<file path="src/rtl/core/bmt_pkg.sv">
// Shared types and constants of the ball motion trigger.
package bmt_pkg;

    localparam int IN_COORD_W = 12;
    localparam int EXT_COORD_W = 16;
    localparam int SCORE_W = 16;
    localparam int PATH_W = 22;
    localparam int CAUSE_W = 3;
    localparam int APB_AW = 3;
    localparam int APB_DW = 32;

    localparam logic [PATH_W-1:0] PATH_MAX = 22'h3F_FFFF;
    localparam logic [PATH_W-1:0] MOVE_THR_RST = 22'd3200;

    // register byte-address bit that selects the register index
    localparam int REG_IDX_BIT = 2;
    localparam logic REG_IDX_THR = 1'b0;

    localparam logic [CAUSE_W-1:0] CAUSE_FEW = 3'd0;
    localparam logic [CAUSE_W-1:0] CAUSE_NOBALL = 3'd1;
    localparam logic [CAUSE_W-1:0] CAUSE_APPEAR = 3'd2;
    localparam logic [CAUSE_W-1:0] CAUSE_DISAPPEAR = 3'd3;
    localparam logic [CAUSE_W-1:0] CAUSE_MOVED = 3'd4;
    localparam logic [CAUSE_W-1:0] CAUSE_BELOW = 3'd5;

    typedef struct packed {
        logic                  box_present;
        logic [IN_COORD_W-1:0] left_x;
        logic [IN_COORD_W-1:0] top_y;
        logic [IN_COORD_W-1:0] right_x;
        logic [IN_COORD_W-1:0] bottom_y;
        logic [SCORE_W-1:0]    score;
        logic                  is_ball;
        logic                  frame_end;
    } t_box;

    typedef struct packed {
        logic               significant;
        logic [CAUSE_W-1:0] cause;
        logic [PATH_W-1:0]  path_length;
    } t_res;

endpackage

</file>
<file path="src/rtl/core/bmt_box_if.sv">
// Valid/ready channel that carries detection box beats.
interface bmt_box_if;
    import bmt_pkg::*;

    logic valid;
    logic ready;
    t_box data;

    modport source (output valid, output data, input ready);
    modport sink (input valid, input data, output ready);
endinterface

</file>
<file path="src/rtl/core/bmt_res_if.sv">
// Valid/ready channel that carries per-frame result beats.
interface bmt_res_if;
    import bmt_pkg::*;

    logic valid;
    logic ready;
    t_res data;

    modport source (output valid, output data, input ready);
    modport sink (input valid, input data, output ready);
endinterface

</file>
<file path="src/rtl/core/ball_motion_trigger.sv">
// Ball motion trigger: per-frame best ball box, centroid window and path length check.
// A beat without frame_end gives no result. For a frame_end beat whose cause is decided
// by frame count or the last two frames, the result is registered and the done state
// moves it to the output register once that is free. A path walk reads one window slot
// at a time (read, then check); each segment takes two passes of one multiplier, one root
// bit per cycle and one accumulate before the next slot is read.
// Input ready only while idle. Sync active-low reset empties the window, threshold = 3200.
module ball_motion_trigger #(
    parameter int WINDOW_FRAMES = 16,
    parameter int COORD_BITS = 12
) (
    input  logic                      i_clk,
    input  logic                      i_rst_n,
    bmt_box_if.sink                   i_box,
    bmt_res_if.source                 o_res,
    input  logic                      psel,
    input  logic                      penable,
    input  logic                      pwrite,
    input  logic [bmt_pkg::APB_AW-1:0] paddr,
    input  logic [bmt_pkg::APB_DW-1:0] pwdata,
    output logic [bmt_pkg::APB_DW-1:0] prdata,
    output logic                      pready
);
    import bmt_pkg::*;

    // centroid is the plain corner sum: one extra bit per axis (half pixels)
    localparam int PW = COORD_BITS + 1;
    // dx*dx + dy*dy
    localparam int QW = 2 * PW + 1;
    // root width of (dx*dx + dy*dy) * 256
    localparam int RB = COORD_BITS + 6;
    localparam int RADW = 2 * RB;
    localparam int CNTW = $clog2(RB);
    localparam int SW = $clog2(WINDOW_FRAMES);
    localparam int FW = $clog2(WINDOW_FRAMES + 1);

    typedef enum logic [8:0] {
        ST_IDLE  = 9'b000000001,
        ST_READ  = 9'b000000010,
        ST_CHECK = 9'b000000100,
        ST_SQX   = 9'b000001000,
        ST_SQY   = 9'b000010000,
        ST_ROOT  = 9'b000100000,
        ST_ACC   = 9'b001000000,
        ST_FIN   = 9'b010000000,
        ST_DONE  = 9'b100000000
    } t_state;

    t_state r_state;

    // per-frame best ball box
    logic [SCORE_W-1:0] r_best_score;
    logic [PW-1:0]      r_best_cx;
    logic [PW-1:0]      r_best_cy;
    logic               r_best_found;

    // centroid window: coordinates in a memory, valid bits in flops
    logic [2*PW-1:0]          r_mem [WINDOW_FRAMES];
    logic [2*PW-1:0]          r_mem_q;
    logic [WINDOW_FRAMES-1:0] r_pt_valid;
    logic                     r_q_valid;
    logic [SW-1:0]            r_slot;
    logic [FW-1:0]            r_frames;

    // path walk
    logic [SW-1:0]   r_addr;
    logic [SW-1:0]   r_k;
    logic            r_have_last;
    logic [PW-1:0]   r_last_cx;
    logic [PW-1:0]   r_last_cy;
    logic [PW-1:0]   r_dx;
    logic [PW-1:0]   r_dy;
    logic [QW-1:0]   r_sq;
    logic [RADW-1:0] r_rad;
    logic [RB+1:0]   r_rem;
    logic [RB-1:0]   r_root;
    logic [CNTW-1:0] r_cnt;
    logic [PATH_W-1:0] r_sum;

    logic [PATH_W-1:0] r_thr;
    t_res r_res;
    t_res r_out;
    logic r_out_valid;

    // input decode
    logic              accept;
    logic              upd;
    logic [PW-1:0]     cand_cx;
    logic [PW-1:0]     cand_cy;
    logic              n_found;
    logic [PW-1:0]     n_cx;
    logic [PW-1:0]     n_cy;
    logic [FW-1:0]     n_frames;
    logic [SW-1:0]     n_slot;
    logic [SW-1:0]     prev_slot;
    logic              p0;
    logic [COORD_BITS-1:0] lx, ty, rx, by;

    // walk datapath
    logic [PW-1:0]     q_cx;
    logic [PW-1:0]     q_cy;
    logic [PW-1:0]     dx_c;
    logic [PW-1:0]     dy_c;
    logic [PW-1:0]     mul_a;
    logic [2*PW-1:0]   prod;
    logic [RB+1:0]     rem_sh;
    logic [RB+1:0]     trial;
    logic              ge;
    logic [PATH_W:0]   sum_w;
    logic [PATH_W-1:0] n_sum;
    logic              walk_last;
    logic [SW-1:0]     n_addr;
    logic              out_free;
    logic              cfg_wr;

    assign lx = COORD_BITS'(EXT_COORD_W'(i_box.data.left_x));
    assign ty = COORD_BITS'(EXT_COORD_W'(i_box.data.top_y));
    assign rx = COORD_BITS'(EXT_COORD_W'(i_box.data.right_x));
    assign by = COORD_BITS'(EXT_COORD_W'(i_box.data.bottom_y));

    assign accept = i_box.valid && i_box.ready;
    assign i_box.ready = (r_state == ST_IDLE);

    // strictly greater than the best so far; a zero score never wins
    assign upd = i_box.data.box_present && i_box.data.is_ball &&
                 (i_box.data.score > r_best_score);
    assign cand_cx = PW'(lx) + PW'(rx);
    assign cand_cy = PW'(ty) + PW'(by);
    assign n_found = r_best_found || upd;
    assign n_cx = upd ? cand_cx : r_best_cx;
    assign n_cy = upd ? cand_cy : r_best_cy;

    assign n_frames = (r_frames == FW'(WINDOW_FRAMES)) ? r_frames : r_frames + FW'(1);
    assign n_slot = (r_slot == SW'(WINDOW_FRAMES - 1)) ? '0 : r_slot + SW'(1);
    assign prev_slot = (r_slot == '0) ? SW'(WINDOW_FRAMES - 1) : r_slot - SW'(1);
    assign p0 = r_pt_valid[prev_slot];

    assign q_cx = r_mem_q[2*PW-1:PW];
    assign q_cy = r_mem_q[PW-1:0];
    assign dx_c = (q_cx > r_last_cx) ? q_cx - r_last_cx : r_last_cx - q_cx;
    assign dy_c = (q_cy > r_last_cy) ? q_cy - r_last_cy : r_last_cy - q_cy;

    // one multiplier, squaring dx then dy
    assign mul_a = (r_state == ST_SQX) ? r_dx : r_dy;
    assign prod = (2*PW)'(mul_a) * (2*PW)'(mul_a);

    // one root bit per cycle: bring down two radicand bits, try root*4+1
    assign rem_sh = {r_rem[RB-1:0], r_rad[RADW-1 -: 2]};
    assign trial = {r_root, 2'b01};
    assign ge = (rem_sh >= trial);

    assign sum_w = (PATH_W+1)'(r_sum) + (PATH_W+1)'(r_root);
    assign n_sum = (sum_w > (PATH_W+1)'(PATH_MAX)) ? PATH_MAX : sum_w[PATH_W-1:0];

    assign walk_last = (r_k == SW'(WINDOW_FRAMES - 1));
    assign n_addr = (r_addr == SW'(WINDOW_FRAMES - 1)) ? '0 : r_addr + SW'(1);
    assign out_free = !r_out_valid || o_res.ready;

    assign cfg_wr = psel && penable && pwrite && pready;
    assign pready = 1'b1;
    assign prdata = (paddr[REG_IDX_BIT] == REG_IDX_THR) ? APB_DW'(r_thr) : '0;

    assign o_res.valid = r_out_valid;
    assign o_res.data = r_out;

    // window memory: write at frame close, read during the walk
    always_ff @(posedge i_clk) begin
        if (accept && i_box.data.frame_end) begin
            r_mem[r_slot] <= {n_cx, n_cy};
        end
        if (r_state == ST_READ) begin
            r_mem_q <= r_mem[r_addr];
        end
    end

    always_ff @(posedge i_clk) begin
        if (!i_rst_n) begin
            r_state <= ST_IDLE;
            r_best_score <= '0;
            r_best_found <= 1'b0;
            r_pt_valid <= '0;
            r_slot <= '0;
            r_frames <= '0;
            r_out_valid <= 1'b0;
            r_thr <= MOVE_THR_RST;
        end else begin
            if (cfg_wr && paddr[REG_IDX_BIT] == REG_IDX_THR) begin
                r_thr <= pwdata[PATH_W-1:0];
            end
            // the done state reloads the output register itself
            if (r_out_valid && o_res.ready && r_state != ST_DONE) begin
                r_out_valid <= 1'b0;
            end

            case (r_state)
                ST_IDLE: begin
                    if (accept) begin
                        if (!i_box.data.frame_end) begin
                            // fold this box into the frame's best
                            r_best_score <= upd ? i_box.data.score : r_best_score;
                            r_best_cx <= n_cx;
                            r_best_cy <= n_cy;
                            r_best_found <= n_found;
                        end else begin
                            // close the frame: store centroid, drop the best box
                            r_pt_valid[r_slot] <= n_found;
                            r_slot <= n_slot;
                            r_frames <= n_frames;
                            r_best_score <= '0;
                            r_best_found <= 1'b0;
                            r_res.path_length <= '0;
                            if (n_frames < FW'(2)) begin
                                r_res.significant <= 1'b0;
                                r_res.cause <= CAUSE_FEW;
                                r_state <= ST_DONE;
                            end else if (!n_found && !p0) begin
                                r_res.significant <= 1'b0;
                                r_res.cause <= CAUSE_NOBALL;
                                r_state <= ST_DONE;
                            end else if (n_found && !p0) begin
                                r_res.significant <= 1'b1;
                                r_res.cause <= CAUSE_APPEAR;
                                r_state <= ST_DONE;
                            end else if (!n_found && p0) begin
                                r_res.significant <= 1'b1;
                                r_res.cause <= CAUSE_DISAPPEAR;
                                r_state <= ST_DONE;
                            end else begin
                                // walk the window from the oldest slot
                                r_addr <= n_slot;
                                r_k <= '0;
                                r_have_last <= 1'b0;
                                r_sum <= '0;
                                r_state <= ST_READ;
                            end
                        end
                    end
                end
                ST_READ: begin
                    r_q_valid <= r_pt_valid[r_addr];
                    r_state <= ST_CHECK;
                end
                ST_CHECK: begin
                    if (r_q_valid) begin
                        r_last_cx <= q_cx;
                        r_last_cy <= q_cy;
                        r_have_last <= 1'b1;
                    end
                    if (r_q_valid && r_have_last) begin
                        r_dx <= dx_c;
                        r_dy <= dy_c;
                        r_state <= ST_SQX;
                    end else if (walk_last) begin
                        r_state <= ST_FIN;
                    end else begin
                        r_k <= r_k + SW'(1);
                        r_addr <= n_addr;
                        r_state <= ST_READ;
                    end
                end
                ST_SQX: begin
                    r_sq <= QW'(prod);
                    r_state <= ST_SQY;
                end
                ST_SQY: begin
                    r_rad <= RADW'(r_sq + QW'(prod)) << 8;
                    r_rem <= '0;
                    r_root <= '0;
                    r_cnt <= CNTW'(RB - 1);
                    r_state <= ST_ROOT;
                end
                ST_ROOT: begin
                    r_rem <= ge ? rem_sh - trial : rem_sh;
                    r_root <= {r_root[RB-2:0], ge};
                    r_rad <= r_rad << 2;
                    r_cnt <= r_cnt - CNTW'(1);
                    if (r_cnt == '0) begin
                        r_state <= ST_ACC;
                    end
                end
                ST_ACC: begin
                    // saturate the running path length
                    r_sum <= n_sum;
                    if (walk_last) begin
                        r_state <= ST_FIN;
                    end else begin
                        r_k <= r_k + SW'(1);
                        r_addr <= n_addr;
                        r_state <= ST_READ;
                    end
                end
                ST_FIN: begin
                    r_res.path_length <= r_sum;
                    r_res.significant <= (r_sum >= r_thr);
                    r_res.cause <= (r_sum >= r_thr) ? CAUSE_MOVED : CAUSE_BELOW;
                    r_state <= ST_DONE;
                end
                ST_DONE: begin
                    // hold the result until the output register frees up
                    if (out_free) begin
                        r_out <= r_res;
                        r_out_valid <= 1'b1;
                        r_state <= ST_IDLE;
                    end
                end
                default: begin
                    r_state <= ST_IDLE;
                end
            endcase
        end
    end

    a_sig_matches_cause: assert property (@(posedge i_clk) disable iff (!i_rst_n)
        r_out_valid |-> (r_out.significant == (r_out.cause == CAUSE_APPEAR ||
            r_out.cause == CAUSE_DISAPPEAR || r_out.cause == CAUSE_MOVED)))
        else $error("significant flag disagrees with cause");

    a_path_zero_early: assert property (@(posedge i_clk) disable iff (!i_rst_n)
        (r_out_valid && r_out.cause != CAUSE_MOVED && r_out.cause != CAUSE_BELOW)
        |-> (r_out.path_length == '0))
        else $error("path length set for a cause without a walk");

    a_frame_end_busy: assert property (@(posedge i_clk) disable iff (!i_rst_n)
        (accept && i_box.data.frame_end) |=> (r_state != ST_IDLE))
        else $error("frame end accepted without producing a result");

    a_frames_bound: assert property (@(posedge i_clk) disable iff (!i_rst_n)
        r_frames <= FW'(WINDOW_FRAMES))
        else $error("frame count beyond window depth");

    a_out_hold: assert property (@(posedge i_clk) disable iff (!i_rst_n)
        (r_out_valid && !o_res.ready) |=> (r_out_valid && $stable(r_out)))
        else $error("pending result changed before it was taken");

endmodule
</file>
<file path="src/flat_wrapper.sv">
// flat-port wrapper written by rule: the top's interface ports become plain ports
module ball_motion_trigger_flat import bmt_pkg::*;
#(
    parameter int WINDOW_FRAMES = 16,
    parameter int COORD_BITS = 12
)
  (i_clk, i_rst_n, psel, penable, pwrite, paddr, pwdata, prdata, pready, i_box_valid, i_box_data, i_box_ready, o_res_valid, o_res_data, o_res_ready);
  bmt_box_if i_box_i ();
  bmt_res_if o_res_i ();
  input  logic i_clk;
  input  logic i_rst_n;
  input  logic psel;
  input  logic penable;
  input  logic pwrite;
  input  logic [bmt_pkg::APB_AW-1:0] paddr;
  input  logic [bmt_pkg::APB_DW-1:0] pwdata;
  output logic [bmt_pkg::APB_DW-1:0] prdata;
  output logic pready;
  input wire logic [$bits(i_box_i.valid)-1:0] i_box_valid;
  input wire logic [$bits(i_box_i.data)-1:0] i_box_data;
  output wire logic [$bits(i_box_i.ready)-1:0] i_box_ready;
  output wire logic [$bits(o_res_i.valid)-1:0] o_res_valid;
  output wire logic [$bits(o_res_i.data)-1:0] o_res_data;
  input wire logic [$bits(o_res_i.ready)-1:0] o_res_ready;
  assign i_box_i.valid = i_box_valid;
  assign i_box_i.data = i_box_data;
  assign i_box_ready = i_box_i.ready;
  assign o_res_valid = o_res_i.valid;
  assign o_res_data = o_res_i.data;
  assign o_res_i.ready = o_res_ready;
  ball_motion_trigger #(.WINDOW_FRAMES(WINDOW_FRAMES), .COORD_BITS(COORD_BITS)) u_core (.i_clk(i_clk), .i_rst_n(i_rst_n), .i_box(i_box_i), .o_res(o_res_i), .psel(psel), .penable(penable), .pwrite(pwrite), .paddr(paddr), .pwdata(pwdata), .prdata(prdata), .pready(pready));
endmodule
</file>
<file path="config.mk">
export PLATFORM = sky130hd
export DESIGN_NAME = ball_motion_trigger_flat
export DESIGN_NICKNAME = d
export VERILOG_FILES = /design/src/rtl/core/bmt_pkg.sv /design/src/rtl/core/bmt_box_if.sv /design/src/rtl/core/bmt_res_if.sv /design/src/rtl/core/ball_motion_trigger.sv /design/src/flat_wrapper.sv
export SDC_FILE = /design/constraint.sdc
export NUM_CORES = 1
export LEC_CHECK = 0
export BUFFER_PORTS_ARGS = -buffer_cell sky130_fd_sc_hd__clkbuf_2
export CORE_UTILIZATION = 39
export DETAILED_ROUTE_END_ITERATION = 8
export GPL_TIMING_DRIVEN = 0
export PLACE_DENSITY = 0.64
export SKIP_LAST_GASP = 1
export SLEW_MARGIN = 20
export SYNTH_ARGS = -nofsm -noshare
export SYNTH_HDL_FRONTEND = slang
export SYNTH_SLANG_ARGS = --single-unit
</file>
<file path="constraint.sdc">
create_clock -name i_clk -period 21.5 [get_ports i_clk]
set_input_delay 1.075 -clock i_clk [delete_from_list [all_inputs] [get_ports i_clk]]
set_output_delay 1.075 -clock i_clk [all_outputs]
set_load 0.005 [all_outputs]
</file>
==> summary.md <==
| Metric | Value |
|---|---|
| Vias in the first global route | `25586` |
| R2R depth | `34` |
| Area grow syn2layout | `14.0%` |
| Sequential area share after synthesis | `54.3%` |
| Initial Util | `39.3%` |
| Mapped Area | `41300 um^2` |
| Total GRT Usage | `17.2%` |
| Gpl congestion | `0.860` |
| Final ANT Viol Nets | `0` |
| Slew headroom | `25.5%` |
| Total Die Area | `107000 um^2` |
| CP Class | `flop to flop` |
| Worst hold path type | `flop to flop` |
| Pin count of the biggest net entering global routing | `29` |
| Max Clock Freq | `0.103 GHz` |
| Setup Fix Bufs, Post-CTS | `0` |
| Post-Place Setup Slack | `11.78 ns` |
| Final setup fails | `0` |
| Final net count | `4019` |
| Top cells by area, synth | `edfxtp_1 (51%), ha_1 (7.8%), fa_1 (5.0%)` |
| # IOs | `170` |
| Critical R2R Launch | `u_core.r_state[1]` |
| EDFF count, synth | `698` |
| Crit end category | `flop` |
| Post-Syn Instances | `3282` |
| Vias | `25866` |
| Die X | `328 um` |
| Hold Path Stages | `0` |
| Post-CTS Hold Fix Bufs | `0` |
| WL final | `92.3 mm` |
| DR iter-0 viols | `1909` |
| Core ar. | `105000 um^2` |
| Final Hold Viols | `0` |
| Port Buffers | `146` |
| Arrival time worst endpoint | `10.07 ns` |
| Inst Count DP | `4858` |
| Clock buffer depth | `3` |
| Drt pass-1 iters | `6` |
| Setup TNS | `0 ns` |
| Slew Viols, Final | `0` |
| RSZ-0062 raised after global routing | `no` |
| GRT Residual Overflow | `0` |
| CTS resizes | `0` |
| Clock Latency Late Sink | `0.67 ns` |
| Crit path required time | `21.86 ns` |
| Worst slew pin tran | `1.12 ns` |
| PwrDens | `70.9 nW/um^2` |
| Worst reg2reg endpoint | `u_core.r_rad[33]` |
| Final Worst Setup Slack | `11.79 ns` |
| Synth warn | `0` |
| CTS tree | `built` |
| TritonCTS Buffers | `80` |
| Detail Placement HPWL | `67.4 mm` |
| Synth cell types | `87` |
| HP Start | `u_core.r_res[13]` |
| Cell accounting for the most synthesized area | `edfxtp_1` |
| Clock-pin slew on the worst setup and hold paths | `0.07 ns` |
| R2r setup slk | `11.79 ns` |
| CTS sink count | `772` |
| Synth top cells by count | `edfxtp_1 (698), inv_1 (336), ha_1 (257)` |
| Synth Flop Type | `edfxtp_1` |
| Vias/cell | `5.17` |
| Post-Synthesis Mean Instance Area | `12.6 um^2` |
| Die height | `328 um` |
| H-tree Lvls | `3` |
| Slowest stage delay, CP | `0.66 ns` |
| Initial antenna violation count | `0` |
| Max VDD drop | `55.7 uV` |
| Status | `completed` |
| Final core utilization | `44.8%` |
| Root Driver | `clkbuf_16` |
| Routed wire per std cell | `18.4 um` |
| Worst path slowest cell | `o311ai_0` |
| Minimum clock period after layout | `9.71 ns` |
| N_diodes | `0` |
| Setup Skew | `0.0512 ns` |
| Crit path launch type | `flop` |
| Synth top area share | `50.7%` |
| Layout cell share with drive strength beyond 1 | `13.1%` |
| Final std cells w/o fill | `5005` |
| Standard-cell rows | `119` |
| Remaining DRCs | `0` |
| Synthesized flop and latch total | `772` |
| Hold Path End | `u_core.o_res.data[13]` |
| Fin crit share | `45.1%` |
| Critical path peak fanout | `9` |
| Count leader, synth | `edfxtp_1` |
| P_leak | `18.5 nW` |
| Max-cap violations | `0` |
| First-pass GRT wire length | `145 mm` |
| Asr flop ratio synth | `0%` |
[cells by family after synthesis]
logic type	synth area share, %
muxes	8.59
DFF	54.3
buffers and inverters	4.35
xor gates and xnor gates	2.67
and+or+nand+nor	8.14
other	0.0182
adders and majority gates	12.8
AOI/OAI and AO/OA	9.14
[power by group]
part	internal, mW	switching (mW)
clock network	0.761	0.599
logic	0.111	0.188
registers	1.67	0.0134
[worst max-delay path by stage]
stage / from / to / depth (start not counted)
global route: u_core.r_state[5] / u_core.r_rad[33] / 33
finish: u_core.r_state[1] / u_core.r_rad[33] / 34
detailed placement: u_core.r_state[1] / u_core.r_rad[33] / 32
CTS: u_core.r_state[1] / u_core.r_rad[33] / 32
floorplan: u_core.r_state[5] / u_core.r_rad[33] / 35
global placement: u_core.r_state[1] / u_core.r_rad[33] / 32
[layout by cell type (no fill, tap or decap), types with 15 or more instances in the layout]
cell type  instances
a221oi_1          56
mux2_2            34
mux2i_1          164
nand3_1           25
and2_2            15
nor2b_1           28
mux4_2            58
nand2b_1          33
nor2_1           225
a31oi_1           21
a22oi_1           30
buf_4             21
a22o_1            17
and2_1            39
clkbuf_2         148
o21ai_0          119
a211oi_1          16
clkbuf_1         106
ha_1             257
a21oi_1          166
nor3_1            36
xnor2_1           84
xor2_1            42
fa_1             104
o21bai_1          16
edfxtp_1         698
inv_1            336
clkbuf_16         81
nand2_1          219
o21a_1            19
clkinv_1          17
a21o_1            56
dfxtp_1           74
[cell type report]
cell class	count	area, um^2
multi-input cells	2059	17200
clock inverters	47	478
clock buffers	100	2120
flip-flops and latches	772	22400
fillers	9664	58000
inverters	343	1290
well taps	1391	1740
plain buffers	117	513
repair buffers	176	1310
[per-layer routing]
metal	GRT usage [%]	part of all wire (%)	wire length, um
met5	0	0	0
met4	5.34	2.6	2380
met3	2.19	3.8	3550
met2	29.3	49	45600
met1	22.9	44	40700
[registers in the layout, summed over array words and instances (netlist names), 5 cells and up]
register,flops
u_core.r_best_cx,13
u_core.r_sq,25
u_core.r_cnt,5
u_core.r_best_score,16
u_core.r_state,9
u_core.r_best_cy,13
u_core.r_dx,13
u_core.r_res,26
u_core.r_mem,416
u_core.o_res.data,26
u_core.r_frames,5
u_core.r_mem_q,26
u_core.r_rad,28
u_core.r_thr,22
u_core.r_last_cx,13
u_core.r_sum,22
u_core.r_last_cy,13
u_core.r_dy,13
u_core.r_pt_valid,16
u_core.r_rem,18
u_core.r_root,18
[critical path: cells and delay by family (launching register included)]
| kind | cells | cell delay [ns] |
|---|---|---|
| simple gates | 8 | 1.68 |
| mux | 1 | 0.59 |
| buf+inv | 4 | 0.46 |
| fa+ha+maj | 7 | 3.18 |
| flops | 1 | 0.39 |
| compound gates | 12 | 2.73 |
| xor+xnor | 2 | 0.35 |
[stage by stage]
stage	cell area, um^2	hold slack, ns	power [mW]
floorplan	41400	0.400	1.90
global placement	43800	0.401	2.00
detailed placement	44500	0.405	2.01
CTS	47100	0.418	3.37
global route	47100	0.423	3.45
finish	47100	0.418	3.34
Power figures use the tool's default switching activity.
